**src/sv/jdcd_pkg.sv**
```systemverilog
// Types, constants and tables for the julian day to calendar date converter
package jdcd_pkg;

    // Field widths
    localparam int DAY_W   = 23;
    localparam int FRAC_W  = 32;
    localparam int YEAR_W  = 16;
    localparam int MONTH_W = 4;
    localparam int DOM_W   = 5;
    localparam int HOUR_W  = 32;

    // Input item
    typedef struct packed {
        logic [DAY_W-1:0]  day_number;
        logic [FRAC_W-1:0] day_fraction;
    } t_in;

    // Result item
    typedef struct packed {
        logic signed [YEAR_W-1:0] year;
        logic [MONTH_W-1:0]       month;
        logic [DOM_W-1:0]         day_of_month;
        logic [HOUR_W-1:0]        hour_of_day;
    } t_out;

    // First day of the Gregorian calendar
    localparam longint GREG_START = 2299161;

    // alpha = floor((4Z - ALPHA_OFS) / ALPHA_DIV)
    localparam longint ALPHA_OFS = 7468865;
    localparam longint ALPHA_DIV = 146097;

    // B = A + B_OFS; Gregorian path folds the +1 in
    localparam longint B_OFS      = 1524;
    localparam longint B_OFS_GREG = 1525;

    // C = floor((20B - C_OFS) / C_DIV)
    localparam longint C_OFS = 2442;
    localparam longint C_DIV = 7305;

    // D = floor(D_MUL * C / 4)
    localparam longint D_MUL = 1461;

    // E = floor(E_NUM * X / E_DIV), X = B - D
    localparam int     X_W    = 10;
    localparam int     E_W    = 4;
    localparam longint E_NUM  = 10000;
    localparam longint E_DIV  = 306001;
    localparam int     E_SH   = 16;
    localparam longint E_RCP  = ((64'd1 << E_SH) * E_NUM) / E_DIV;
    localparam int     E_RW   = 12;
    localparam int     E_PW   = X_W + E_RW;
    localparam int     E_NW   = 24;

    // Month and year adjustment
    localparam logic [E_W-1:0]     E_WRAP      = 4'd14;
    localparam logic [E_W-1:0]     E_OFS_LO    = 4'd1;
    localparam logic [E_W-1:0]     E_OFS_HI    = 4'd13;
    localparam logic [MONTH_W-1:0] MONTH_FEB   = 4'd2;
    localparam longint             YEAR_OFS_LO = 4716;
    localparam longint             YEAR_OFS_HI = 4715;

    // floor(306001 * e / 10000), days before month index e
    function automatic logic [8:0] e_offset(input logic [E_W-1:0] e);
        logic [8:0] v;
        unique case (e)
            4'd0:  v = 9'd0;
            4'd1:  v = 9'd30;
            4'd2:  v = 9'd61;
            4'd3:  v = 9'd91;
            4'd4:  v = 9'd122;
            4'd5:  v = 9'd153;
            4'd6:  v = 9'd183;
            4'd7:  v = 9'd214;
            4'd8:  v = 9'd244;
            4'd9:  v = 9'd275;
            4'd10: v = 9'd306;
            4'd11: v = 9'd336;
            4'd12: v = 9'd367;
            4'd13: v = 9'd397;
            4'd14: v = 9'd428;
            4'd15: v = 9'd459;
        endcase
        return v;
    endfunction

endpackage

```
**src/sv/julian_day_to_calendar_date_top.sv**
```systemverilog
// Julian day number and day fraction to calendar date and hour, deep pipeline
//
//  channel | valid   | stall   | payload
//  --------+---------+---------+--------------------------
//  input   | i_valid | o_stall | i_data (t_in)
//  output  | o_valid | i_stall | o_data (t_out)
//
// One item is taken every cycle while the result is not stalled.
// The depth comes from three divide-by-constant steps, each a reciprocal
// multiply, a back-multiply and a one-step correction in stages of their own.
// Reset clears only the stage valid bits.
// A stalled result freezes the whole pipe; nothing is dropped or repeated.
module julian_day_to_calendar_date_top
    import jdcd_pkg::*;
#(
    parameter int DAY_NUMBER_BITS = 23
) (
    input  logic i_clk,
    input  logic i_rst_n,
    input  logic i_valid,
    output logic o_stall,
    input  t_in  i_data,
    output logic o_valid,
    input  logic i_stall,
    output t_out o_data
);

    localparam int NS  = 15;
    localparam int ZW  = DAY_NUMBER_BITS;
    localparam int ZU  = (ZW < DAY_W) ? ZW : DAY_W;
    // alpha division
    localparam int NW1 = ZW + 2;
    localparam int MW1 = NW1 - 16;
    localparam int PW1 = NW1 + MW1;
    localparam longint unsigned M1 = (64'd1 << NW1) / ALPHA_DIV;
    // B and C division
    localparam int BW  = ZW + 1;
    localparam int NW2 = BW + 5;
    localparam int CW  = NW2 - 12;
    localparam int PW2 = NW2 + CW;
    localparam longint unsigned M2 = (64'd1 << NW2) / C_DIV;
    // D and X
    localparam int DPW = CW + 11;
    localparam int DW  = DPW - 2;
    localparam int YW  = CW + 1;

    // Pipeline advance
    logic          en;
    logic [NS-1:0] r_vld;

    assign en      = !(r_vld[NS-1] && i_stall);
    assign o_stall = !en;
    assign o_valid = r_vld[NS-1];

    always_ff @(posedge i_clk) begin
        if (!i_rst_n) begin
            r_vld <= '0;
        end else if (en) begin
            r_vld <= {r_vld[NS-2:0], i_valid};
        end
    end

    // Stage registers
    logic [ZW-1:0]     r1_z, r2_z, r3_z, r4_z;
    logic              r1_greg, r2_greg, r3_greg, r4_greg;
    logic [NW1-1:0]    r1_n, r2_n, r3_n, r3_m;
    logic [PW1-1:0]    r2_p;
    logic [MW1-1:0]    r3_q, r4_alpha;
    logic [BW-1:0]     r5_b, r6_b, r7_b, r8_b, r9_b, r10_b;
    logic [NW2-1:0]    r6_n, r7_n, r8_n, r8_m;
    logic [PW2-1:0]    r7_p;
    logic [CW-1:0]     r8_q, r9_c, r10_c, r11_c, r12_c, r13_c, r14_c;
    logic [DW-1:0]     r10_d;
    logic [X_W-1:0]    r11_x, r12_x, r13_x, r14_x;
    logic [E_PW-1:0]   r12_p;
    logic [E_NW-1:0]   r12_n, r13_n, r13_m;
    logic [E_W-1:0]    r13_e, r14_e;
    logic [HOUR_W-1:0] r_hour [NS-1];
    t_out              r_out;

    // Combinational helpers
    logic [ZW-1:0]      z_in;
    logic [FRAC_W+4:0]  frac24;
    logic [MW1-1:0]     q1;
    logic               fix1;
    logic [CW-1:0]      q2;
    logic               fix2;
    logic [DPW-1:0]     d_prod;
    logic [ZW+2:0]      x_full;
    logic [E_W-1:0]     e0;
    logic               fix3;
    logic [MONTH_W-1:0] month;
    logic [YW-1:0]      year_full;
    logic [X_W-1:0]     dom_full;

    assign z_in   = ZW'(i_data.day_number[ZU-1:0]);
    // fraction times 24 as 16x + 8x
    assign frac24 = {1'b0, i_data.day_fraction, 4'b0000}
                  + {2'b00, i_data.day_fraction, 3'b000};
    assign q1     = r2_p[PW1-1:NW1];
    assign fix1   = ({1'b0, r3_n} >= ({1'b0, r3_m} + (NW1+1)'(ALPHA_DIV)));
    assign q2     = r7_p[PW2-1:NW2];
    assign fix2   = ({1'b0, r8_n} >= ({1'b0, r8_m} + (NW2+1)'(C_DIV)));
    assign d_prod = DPW'(r9_c) * DPW'(D_MUL);
    assign x_full = (ZW+3)'(r10_b) - (ZW+3)'(r10_d);
    assign e0     = r12_p[E_SH+E_W-1:E_SH];
    assign fix3   = ({1'b0, r13_n} >= ({1'b0, r13_m} + (E_NW+1)'(E_DIV)));

    // Month, year and day from E
    assign month     = (r14_e < E_WRAP) ? (r14_e - E_OFS_LO) : (r14_e - E_OFS_HI);
    assign year_full = (month > MONTH_FEB) ? (YW'(r14_c) - YW'(YEAR_OFS_LO))
                                           : (YW'(r14_c) - YW'(YEAR_OFS_HI));
    assign dom_full  = r14_x - X_W'(e_offset(r14_e));

    // Hour travels alongside the date stages
    always_ff @(posedge i_clk) begin
        if (en) begin
            r_hour[0] <= frac24[FRAC_W+4:5];
            for (int k = 1; k < NS - 1; k++) begin
                r_hour[k] <= r_hour[k-1];
            end
        end
    end

    // Date datapath
    always_ff @(posedge i_clk) begin
        if (en) begin
            // S1: Gregorian flag and alpha numerator
            r1_z    <= z_in;
            r1_greg <= (z_in >= ZW'(GREG_START));
            r1_n    <= {z_in, 2'b00} - NW1'(ALPHA_OFS);
            // S2: reciprocal multiply
            r2_p    <= PW1'(r1_n) * PW1'(M1);
            r2_n    <= r1_n;
            r2_z    <= r1_z;
            r2_greg <= r1_greg;
            // S3: estimate and back-multiply
            r3_q    <= q1;
            r3_m    <= NW1'(q1) * NW1'(ALPHA_DIV);
            r3_n    <= r2_n;
            r3_z    <= r2_z;
            r3_greg <= r2_greg;
            // S4: correct alpha
            r4_alpha <= r3_q + MW1'(fix1);
            r4_z     <= r3_z;
            r4_greg  <= r3_greg;
            // S5: B
            r5_b <= r4_greg ? (BW'(r4_z) + BW'(B_OFS_GREG) + BW'(r4_alpha)
                               - BW'(r4_alpha >> 2))
                            : (BW'(r4_z) + BW'(B_OFS));
            // S6: C numerator, 20B as 16B + 4B
            r6_n <= (NW2'(r5_b) << 4) + (NW2'(r5_b) << 2) - NW2'(C_OFS);
            r6_b <= r5_b;
            // S7: reciprocal multiply
            r7_p <= PW2'(r6_n) * PW2'(M2);
            r7_n <= r6_n;
            r7_b <= r6_b;
            // S8: estimate and back-multiply
            r8_q <= q2;
            r8_m <= NW2'(q2) * NW2'(C_DIV);
            r8_n <= r7_n;
            r8_b <= r7_b;
            // S9: correct C
            r9_c <= r8_q + CW'(fix2);
            r9_b <= r8_b;
            // S10: D
            r10_d <= d_prod[DPW-1:2];
            r10_c <= r9_c;
            r10_b <= r9_b;
            // S11: X = B - D, small by construction
            r11_x <= x_full[X_W-1:0];
            r11_c <= r10_c;
            // S12: E numerator and reciprocal multiply
            r12_p <= E_PW'(r11_x) * E_PW'(E_RCP);
            r12_n <= E_NW'(r11_x) * E_NW'(E_NUM);
            r12_x <= r11_x;
            r12_c <= r11_c;
            // S13: estimate and back-multiply
            r13_e <= e0;
            r13_m <= E_NW'(e0) * E_NW'(E_DIV);
            r13_n <= r12_n;
            r13_x <= r12_x;
            r13_c <= r12_c;
            // S14: correct E
            r14_e <= r13_e + E_W'(fix3);
            r14_x <= r13_x;
            r14_c <= r13_c;
            // S15: result item
            r_out.year         <= year_full[YEAR_W-1:0];
            r_out.month        <= month;
            r_out.day_of_month <= dom_full[DOM_W-1:0];
            r_out.hour_of_day  <= r_hour[NS-2];
        end
    end

    assign o_data = r_out;

endmodule

```
**config.mk**
```make
export PLATFORM = sky130hd
export DESIGN_NAME = julian_day_to_calendar_date_top
export DESIGN_NICKNAME = d
export VERILOG_FILES = /design/src/sv/jdcd_pkg.sv /design/src/sv/julian_day_to_calendar_date_top.sv
export SDC_FILE = /design/constraint.sdc
export NUM_CORES = 2
export LEC_CHECK = 0
export ABC_AREA = 0
export BUFFER_PORTS_ARGS = -buffer_cell sky130_fd_sc_hd__buf_4
export CORE_MARGIN = 2
export CORE_UTILIZATION = 40
export CTS_CLUSTER_DIAMETER = 200
export DETAILED_ROUTE_END_ITERATION = 10
export HOLD_SLACK_MARGIN = 0.02
export PLACE_DENSITY = 0.61
export SYNTH_ARGS = -nofsm -noshare
export SYNTH_HDL_FRONTEND = slang
export SYNTH_SLANG_ARGS = --single-unit
export TNS_END_PERCENT = 10
```
**constraint.sdc**
```tcl
create_clock -name i_clk -period 38.5 [get_ports i_clk]
set_input_delay 3.85 -clock i_clk [delete_from_list [all_inputs] [get_ports i_clk]]
set_output_delay 3.85 -clock i_clk [all_outputs]
set_load 0.05 [all_outputs]
```
==> results by group <==
Floorplan
  • Starting Density: 40.2%
  • Die height: approximately 410 microns
  • Row cnt: 147
  • Die Area: ~160000 sq um
  • Die X: 405 microns
  • Core area: 160000 sq um
  • Io pins: 118

CTS
  • CTS resizes: 0
  • TritonCTS sink count: ~1100
  • Post-CTS setup buffer count: 0
  • CTS tree: built
  • CTS Buf Count: 119
  • Htree depth: 3
  • Clock buffer depth: 3
  • Worst-path clk slew: approximately 0.070 ns
  • Clock latency at the later pin of the worst-skew pair: 0.75 ns
  • Hold Buf Count CTS: 0
  • CTS root buffer: clkbuf_16

STA
  • Slack of the critical path: approximately 30 ns
  • Worst Tran Pin Value: roughly 1.1 ns
  • Worst Clk Skew: 0.0676 ns
  • Worst hold margin: 0.361 ns
  • Setup TNS: 0 ns
  • Rel. slew slack: 24.2%
  • Tcrit/Tclk final: 23.3%
  • RSZ-0062 raised after global routing: false
  • Achievable Freq: 0.112 GHz
  • Setup violators final: 0
  • Final Max Tran Viols: 0
  • Hold Vio Cnt, Final: 0
  • Fin crit period: 8.96 ns

Logic synthesis
  • Post-synthesis cell count: 4545
  • Register area share after synthesis: 53.0%
  • Synth warn: 0
  • Post-synth ARST share: 0%
  • Area leader, netlist: edfxtp_1
  • Dominant synthesized flop cell: edfxtp_1
  • Number of synthesized flops with an enable pin: about 1100
  • Syn Area/Cell: about 14 sq um
  • Cell Area, Synth: roughly 64000 sq um
  • Unique masters post-synth: 84
  • Post-synth top cells: edfxtp_1, ha_1, inv_1, fa_1, xnor2_1
  • Count leader, synth: edfxtp_1
  • FF+latch count, synth: between 1000 and 1500
  • Mapped Nets: roughly 5800
  • Synth area leaders: edfxtp_1, ha_1, fa_1, inv_1, xnor2_1
  • Synth top area share: between 50% and 60%

Detailed routing
  • Routed vias: about 33000
  • Drt initial violations: roughly 1900
  • DRT antenna net count: 0
  • # DRC: 0
  • DRT Wirelength: 104 mm
  • Average wire per standard cell: 14.7 microns
  • Vias per Instance: 4.74
  • Pre-antenna DRT Iters: 5

GRT
  • GRT Util Overall: 13.1%
  • Initial antenna violation count: 1
  • Largest net degree at the start of global routing: 93
  • Grt total ovfl: 0
  • Vias in the first global route: around 35000
  • Global-route wire length before repair: 174 mm

Hold path
  • Hold path cells: 0
  • HP Start: r_hour[5][5]
  • Hold Crit Class: flop to flop
  • Min-Delay Endpoint: r_hour[6][5]

Worst setup path
  • CP Data Required Time: 34.65 ns
  • Crit end category: output port
  • Startpoint types: input pin
  • CP max FO: slightly below 50
  • R2r endpoint: r7_p[42]
  • Crit-path slowest cell: nand2_4
  • Critical Path Max Stage Delay: 0.43 ns
  • Arr. time, crit path: 5.11 ns
  • Worst r2r src: r6_n[3]
  • Cell repeated most along the worst path: buf_4
  • Critical-path cell list: buf_4 -> nand2_4 -> inv_1 -> buf_4
  • Critical path type: input pin to output port
  • Buf/Inv on CP: 3
  • Flop2flop setup slack: 31.51 ns
  • Reg2reg path depth: 20
  • Kind of cell adding the most delay to the critical path: buffers and inverters

Placed design
  • Placed instance area: 68100 sq um
  • HPWL Detailed: around 76 mm
  • Port Buf Inserts: 117
  • Final GP Congestion: 0.834
  • Post-placement worst setup slack: roughly 29 ns

Final layout
  • Area growth, synth to finish: 12.2%
  • Final Net Count: just over 6000
  • Layout cell share with drive strength beyond 1: 7.42%
  • Final instance area: 72200 sq um

Status
  • Status: finished, final reports clean

Run
  • MaxCap Viol Count: 0
-- registers in the layout (all words and copies together), names as in the netlist, 24 cells and up, named ones only --
register / cells
r3_m: 25
o_data: 57
r_hour: 448
r7_n: 27
r6_n: 27
r5_b: 24
r8_n: 27
r8_m: 29
-- per-layer routing --
layer,up-vias,global-route usage (%),share of wire [%]
met4,0,4.22,2.7
met2,395,22.2,49
met3,151,2.17,3.2
met5,-,0,0
li1,16700,-,-
met1,16200,17.0,45
-- worst register-to-register path, cell delays in order (launching register included) --
cell and delay [ns]:
edfxtp_1 0.62, inv_1 0.27, fa_1 0.51, fa_1 0.49
inv_1 0.04, ha_1 0.30, fa_1 0.53, fa_1 0.55
inv_1 0.06, fa_1 0.54, inv_1 0.04, ha_1 0.30
and3_1 0.20, nand3_1 0.08, or3_1 0.40, a311oi_1 0.64
nor3_1 0.11, o21ai_0 0.31, o311ai_0 0.34, a211o_1 0.37
o311ai_0 0.10
-- per-stage QoR --
stage	instances	util, %
6_report	7053	45.1
3_3_place_gp	6827	42.5
2_1_floorplan	4545	-
5_1_grt	7052	45.1
4_1_cts	7052	45.1
3_5_place_dp	6827	42.5
-- cells in the final DEF, fill, tap and decap left out, types with 28 or more instances in the layout --
cell type / Yosys / routed
a21oi_1: 167 / 167
nand3_1: 60 / 60
o21a_1: 36 / 36
nand2b_1: 32 / 32
o21bai_1: 28 / 28
nor2b_1: 29 / 29
nor3_1: 40 / 40
xor2_1: 117 / 117
ha_1: 839 / 839
inv_1: 645 / 645
o21ai_0: 120 / 119
clkbuf_16: 0 / 119
nand2_1: 167 / 166
edfxtp_1: 1122 / 1122
a21o_1: 86 / 86
fa_1: 371 / 371
nor2_1: 124 / 124
buf_4: 1 / 135
xnor2_1: 204 / 204
-- worst max-delay path by stage --
stage	cells past startpoint	startpoint	end	slack, ns
2_1_floorplan	3	i_stall	o_data[0]	2.00
3_3_place_gp	4	i_stall	o_stall	29.54
3_5_place_dp	4	i_stall	o_stall	29.50
4_1_cts	4	i_stall	o_stall	29.50
5_1_grt	4	i_stall	o_stall	29.39
6_report	4	i_stall	o_stall	29.54
-- final cells by class --
class	count	area [sq um]
Antenna cell	1	2.50
Clock buffer	139	3050
Clock inverter	86	1100
Fill cell	14200	88000
Inverter	645	2420
Multi-Input combinational cell	2745	27800
Sequential cell	1142	34100
Tap cell	2160	2700
Timing Repair Buffer	135	1010
-- cell families (layout without fill, tap and decap cells) --
family                     Yosys count  in the layout  synth area share, %
muxes                               12             12                0.216
buffers and inverters              658           1005                 3.84
other                                0              1                    0
adders and majority gates         1210           1210                 27.8
and+or+nand+nor                    577            577                 4.39
AOI/OAI and AO/OA                  625            625                 6.38
DFF                               1142           1142                 53.0
xor gates and xnor gates           321            321                 4.37
Power is not shown: default switching activity piles up to over one toggle a cycle in this logic, so the estimate is an artifact.
